### src/hdl/srv_pkg.sv
package srv_pkg;

	// Reference rate of the classic tuning table.
	localparam int REF_RATE = 44100;
	localparam int STEREO_SPREAD = 23;

	localparam int COMB_TUNE [8] = '{1116, 1188, 1277, 1356, 1422, 1491, 1557, 1617};
	localparam int AP_TUNE [4] = '{556, 441, 341, 225};

	// Operand and accumulator widths of the shared multiply-accumulate unit.
	localparam int OPA_W = 33;
	localparam int OPB_W = 18;
	localparam int PROD_W = OPA_W + OPB_W;
	localparam int ACC_W = 52;
	localparam int RND_W = ACC_W - 16;

	// Q16 coefficients.
	localparam logic signed [OPB_W-1:0] Q_FEED = 18'sd1311;
	localparam logic signed [OPB_W-1:0] Q_ROOM = 18'sd51118;
	localparam logic signed [OPB_W-1:0] Q_DAMP = 18'sd18350;
	localparam logic signed [OPB_W-1:0] Q_UNDAMP = 18'sd47186;
	localparam logic signed [OPB_W-1:0] Q_APFB = 18'sd32768;
	localparam logic signed [OPB_W-1:0] Q_WET = 18'sd22938;
	localparam logic [16:0] MIX_FULL = 17'd65536;
	localparam logic [16:0] MIX_BYPASS = 17'd6;

	localparam int PADDR_W = 1;
	localparam logic [PADDR_W-1:0] REG_WET_MIX = 1'b0;

	typedef enum logic [4:0] {
		ST_CLEAR,
		ST_IDLE,
		ST_FEED,
		ST_FEED2,
		ST_C_RD,
		ST_C_M1,
		ST_C_M2,
		ST_C_F,
		ST_C_M3,
		ST_C_W,
		ST_A_RD,
		ST_A_M,
		ST_A_W,
		ST_WET,
		ST_WET2,
		ST_MIX1,
		ST_MIX2,
		ST_MIX3,
		ST_DONE
	} state_t;

	typedef struct packed {
		logic en;
		logic clr;
	} mac_ctl_t;

	// Tuning length scaled to the build rate, at least one, plus one, capped at the depth.
	function automatic int line_len(int base, int sr, int depth);
		int n;
		n = (base * sr + REF_RATE / 2) / REF_RATE;
		if (n < 1) begin
			n = 1;
		end
		n = n + 1;
		if (n > depth) begin
			n = depth;
		end
		return n;
	endfunction

	function automatic logic signed [31:0] sat32(logic signed [39:0] v);
		if (v > 40'sd2147483647) begin
			return 32'sh7FFFFFFF;
		end else if (v < -40'sd2147483648) begin
			return 32'sh80000000;
		end
		return v[31:0];
	endfunction

endpackage

### src/hdl/srv_mac.sv
module srv_mac (
	input  logic                                   clk,
	input  srv_pkg::mac_ctl_t                      ctl,
	input  logic signed [srv_pkg::OPA_W-1:0]       a,
	input  logic signed [srv_pkg::OPB_W-1:0]       b,
	output logic signed [srv_pkg::RND_W-1:0]       rnd
);

	logic signed [srv_pkg::PROD_W-1:0] prod;
	logic signed [srv_pkg::ACC_W-1:0]  acc_q;
	logic signed [srv_pkg::ACC_W-1:0]  acc_rnd;

	assign prod = a * b;

	always_ff @(posedge clk) begin
		if (ctl.en) begin
			acc_q <= (ctl.clr ? '0 : acc_q)
				+ {{(srv_pkg::ACC_W - srv_pkg::PROD_W){prod[srv_pkg::PROD_W-1]}}, prod};
		end
	end

	// Round half up, then floor by 2^16.
	assign acc_rnd = acc_q + srv_pkg::ACC_W'(32768);
	assign rnd = acc_rnd[srv_pkg::ACC_W-1:16];

endmodule

### config.mk
export PLATFORM = sky130hd
export DESIGN_NAME = srv_mac
export DESIGN_NICKNAME = d
export VERILOG_FILES = /design/src/hdl/srv_pkg.sv /design/src/hdl/srv_mac.sv
export SDC_FILE = /design/constraint.sdc
export NUM_CORES = 2
export LEC_CHECK = 0
export BUFFER_PORTS_ARGS = -buffer_cell sky130_fd_sc_hd__buf_2
export CAP_MARGIN = 20
export CELL_PAD_IN_SITES_DETAIL_PLACEMENT = 2
export CELL_PAD_IN_SITES_GLOBAL_PLACEMENT = 2
export CORE_AREA = 3 3 326 264
export CTS_CLUSTER_DIAMETER = 150
export DETAILED_ROUTE_END_ITERATION = 8
export DIE_AREA = 0 0 329 267
export HOLD_SLACK_MARGIN = 0.06
export PLACE_DENSITY_LB_ADDON = 0.1
export RECOVER_POWER = 50
export SYNTH_ARGS = -nofsm -noshare
export SYNTH_HDL_FRONTEND = slang
export SYNTH_SLANG_ARGS = --single-unit
### constraint.sdc
create_clock -name clk -period 10.1 [get_ports clk]
set_input_delay 1.01 -clock clk [delete_from_list [all_inputs] [get_ports clk]]
set_output_delay 1.01 -clock clk [all_outputs]
set_load 0.01 [all_outputs]
======== Word level (Yosys, flattened, before mapping) ========
Cells that the tools add are included.
cells by class
  bitwise operators ....................... 0
  equality and inequality tests ........... 0
  $add $sub $neg .......................... 2
  multiplexer cells ....................... 1
  shift operators ......................... 0
  order comparisons ....................... 0
  reductions and logical operators ........ 0
  multiply operators ...................... 1
  divide/modulo/power cells ............... 0
operator list
  cell                      count
  $add A52 B17 Y52 const B  1
  $add A52 B52 Y52          1
  $mux W52                  1
  $mul A33 B18 Y51          1
storage, ports and cells
  output and inout bits ................... 36
  memory bits (writable) .................. 0
  word-level logic and storage cells ...... 5
  register bits ........................... 52
  bits in latches ......................... 0
  memory bits (read-only) ................. 0
  memories kept ........................... 0

======== Depth between registers and ports, before layout ========
  depth after elaboration ................. 2
  gate-level depth with buffers ........... 37
  depth with buffers taken out ............ 35

======== Least setup slack after synthesis ========
No wires, ideal clock.
  kind .................................... input port to flip-flop
  from .................................... in a[11] (netlist bit)
  to ...................................... reg acc_q[41] (netlist bit) (data pin)
  path buffers ............................ 3
  stages .................................. 33
  setup time .............................. 0.256 ns
  arrival time ............................ 8.574 ns
  data required time ...................... 9.844 ns
  slack ................................... 1.270 ns
  cells stage by stage .................... clkbuf_1 clkbuf_1 nand2_1 fa_1 fa_1 fa_1 inv_1 fa_1 fa_1 inv_1 fa_1 inv_1 ha_1 a21o_1 a21oi_2 o221a_2 o31ai_1 a31oi_1 nor2_1 o21ai_0 nand2b_1 a21oi_1 xnor2_1 ha_1 clkbuf_1 nand3_1 or2_2 or4_1 o21ai_1 o21ai_1 nand2b_1 mux2_1 and4_1
on the way
  longest elaborated chain between the ends .. 2
ends and longest elaborated chain
  what                  line           source
  from (decl)           srv_mac.sv:4   input logic signed [srv_pkg::OPA_W-1:0] a,
  $mul A33 B18 Y51      srv_mac.sv:13  assign prod = a * b;
  $add A52 B52 Y52      srv_mac.sv:18  + {{(srv_pkg::ACC_W - srv_pkg::PROD_W){prod[srv_pkg::PROD_W-1]}}, prod};
  to (signal assigned)  srv_mac.sv:17  acc_q <= (ctl.clr ? '0 : acc_q)
  to (decl)             srv_mac.sv:10  logic signed [srv_pkg::ACC_W-1:0] acc_q;
No other way between the ends.
A chain may end at the register's enable or synchronous reset.

======== Final worst setup path ========
  from .................................... in b[13] (netlist bit)
  to ...................................... reg acc_q[51] (netlist bit) (data pin)
on the way
  longest elaborated chain between the ends .. 2
ends and longest elaborated chain
  what              line           source
  from (decl)       srv_mac.sv:5   input logic signed [srv_pkg::OPB_W-1:0] b,
  $mul A33 B18 Y51  srv_mac.sv:13
  $add A52 B52 Y52  srv_mac.sv:18
No other way between the ends.

==> metrics.txt <==
result of the run complete, but fails checks; violations in the final reports capacitance limit, slew limit; biggest cell delay along the critical path 0.58 ns; sink count of the clock tree 52; wire length reported by the detailed router 85.8 mm; final-report hold violation count 0; sequential cell area in the final layout 1560 µm²; Final setup violation count 0; antenna-violating nets left 0; relative slew slack -123%; die span in x 329 µm; Yosys warnings 0; biggest regs acc_q (52); maximum number of pins on one net before global-route repair 53; number of hold-repair buffers added at the cts stage 0; cell at the slowest stage of the critical path buf_2; mean area per synthesized cell 8.73 µm²; # Post-CTS Setup Buffers 0; IO buf count 89; layout cells sized above 1 4.84%; post-placement cell count ~4.1k; setup repair after global routing missed its margin false; starting utilization of the core area between 30% and 40%; gp weighted congestion about 0.81; CP most frequent cell fa_1; TritonRoute pass-1 iters 4; multi-input logic area 21100 µm²; drt wl/cell 21.1 µm; average via count per standard cell 4.76; global-route wire length before repair 138 mm; startpoint types input port; final cell utilization of the core 33.1%; max FFs per register 52; Setup crit end kind flip-flop; number of H-tree branching levels 2; critical path class input port to flip-flop; share of flip-flops with an asynchronous set or reset 0%; transition time at the pin with the least slew margin roughly 3.3 ns; Tot GR Track Use 20.3%; count of instances resized after the clock tree is built 0; TritonCTS clock tree done; number of standard cells in the layout, taps in and fillers out around 4k; count of unique library cells instantiated by Yosys 65; Max Root-Sink Buffers 2; arrival time at the worst endpoint 9.67 ns; clock latency of the later-clocked register in the worst-skew pair 0.31 ns; register bit count reported by yosys 52; layout filler cell count 9383; class of the worst hold path flip-flop to flip-flop; via count of the first global-routing pass around 24k; Iter 0 DRT Violations 693; via count 19.4k; Syn Nets 3743; post-synthesis instance area between 20000 and 30000 µm²; estimated wirelength of the detail-placed design 73.9 mm; Hold Worst Slack 0.699 ns; final routed DRC violation total 0; number of instances in the synthesized netlist 2944; total clock buffers created by CTS 5; library cell used as clock root buffer clkbuf_16; largest fanout on the critical path 21; Primary FF master, synth edfxtp_1; clk_skew 0.00963 ns; Overflow after GRT 0; Area growth, synth to finish 7.16%; die height 267 µm; nets@finish approximately 3.8k; required time at the endpoint of the critical path 10.16 ns; top-level port count 90; ratio of final minimum period to clock period 95.1%; final critical path time including I/O delays and setup between 9 and 10 ns; Biggest register acc_q; maximum capacitance violations 2; sequential area share after synthesis 6.08%; clock-pin transition on the worst setup and hold timing paths 0.08 ns; area inside the core boundary 83300 µm²; number of placement rows 95; number of synthesized flops with an enable pin 52; Die Footprint between 80000 and 90000 µm²; number of pins exceeding their max-slew limit in the final report ~110; initial antenna violation count 4; maximum frequency from static timing analysis 104 MHz
==> synth_stat cells, types with 3 or more instances <==
cell      count  area (µm²)
a211oi_2      4        50.1
nor2_1       87         327
o21ai_1      23         115
o21ai_0      37         185
o21a_1       11        82.6
and4_1        7        61.3
inv_1       678        2540
a211o_1       3        26.3
xnor2_1      96         841
nand2b_1     22         138
o31ai_1       4        30.0
a211oi_1     10        75.1
a21oi_1      96         480
nand2_1     432        1620
a21o_1       57         428
ha_1        175        2190
and2_1      210        1310
and3_1       16         100
nand3b_1      3        22.5
nor2b_1      56         350
a31oi_1       5        31.3
o21bai_1      9        67.6
nand3_1      35         175
xor2_1       35         307
a41oi_1       4        35.0
nand4_1      17         106
edfxtp_1     52        1560
o211ai_1      7        52.6
nor3_1       14        70.1
clkbuf_1    128         480
fa_1        570       11400
==> worst paths after layout <==
path	from	to	slack (ns)	depth (start not counted)
hold / removal	acc_q[0]$_DFFE_PP_	acc_q[0]$_DFFE_PP_	0.70	2
setup / recovery	b[13]	acc_q[51]$_DFFE_PP_	0.49	32
setup reg to reg	acc_q[0]$_DFFE_PP_	acc_q[50]$_DFFE_PP_	5.83	13
hold reg to reg	acc_q[0]$_DFFE_PP_	acc_q[0]$_DFFE_PP_	0.70	2
==> per-stage QoR <==
| stage | setup TNS [ns] | instance area [µm²] | setup WS (ns) |
|---|---|---|---|
| 6_report | 0 | 27500 | 0.493 |
| 5_1_grt | 0 | 27500 | 0.00490 |
| 4_1_cts | 0 | 27500 | 0.252 |
| 3_5_place_dp | -0.0569 | 27400 | -0.0569 |
| 3_3_place_gp | 0 | 27400 | 0.249 |
| 2_1_floorplan | 0 | 25700 | 1.27 |
==> metal layers <==
metal	wire (µm)	part of all wire (%)	global-route usage (%)
met5	22	0.026	0
met4	1490	1.7	3.22
met3	2460	2.9	2.47
met2	41400	48	35.4
met1	40500	47	27.5
==> worst max-delay path: cells and delay by family <==
family          cells  cell delay (ns)
compound gates     13             2.86
fa+ha+maj           8             3.94
simple gates        4             0.57
xor+xnor            2             0.23
buf+inv             5             0.96
==> cells by family after synthesis <==
family	Yosys count	synth area share, %
compound gates	302	7.76
xor+xnor	132	4.55
fa+ha+maj	745	52.9
buf+inv	807	11.8
flops	52	6.08
mux	3	0.122
simple gates	903	16.8
==> cell usage in the layout (no fill, tap or decap), drive strengths merged, types with 3 or more instances in the layout <==
cell type	instances
inv	678
fa	570
nand2	432
and2	210
ha	175
buf	114
a21oi	99
xnor2	96
nor2	87
o21ai	61
a21o	57
nor2b	56
edfxtp	52
nand3	35
xor2	35
clkbuf	24
nand2b	22
nand4	17
and3	16
nor3	14
a211oi	14
o21a	11
o21bai	9
o211ai	9
and4	7
a31oi	6
diode	4
o31ai	4
a41oi	4
a211o	3
nand3b	3
a31o	3
a221oi	3
a21boi	3
==> cell type report <==
cell class | instances | area share (%)
clock buffers | 6 | 0.468
well taps | 1115 | 5.07
multi-input cells | 2085 | 76.6
clock inverters | 2 | 0.0591
inverters | 678 | 9.24
flip-flops and latches | 52 | 5.67
repair buffers | 132 | 2.82
diodes | 4 | 0.0363
Power is left out: the tool's default activity adds up to more than one toggle a clock period on the data nets, which glitch-free logic cannot reach.
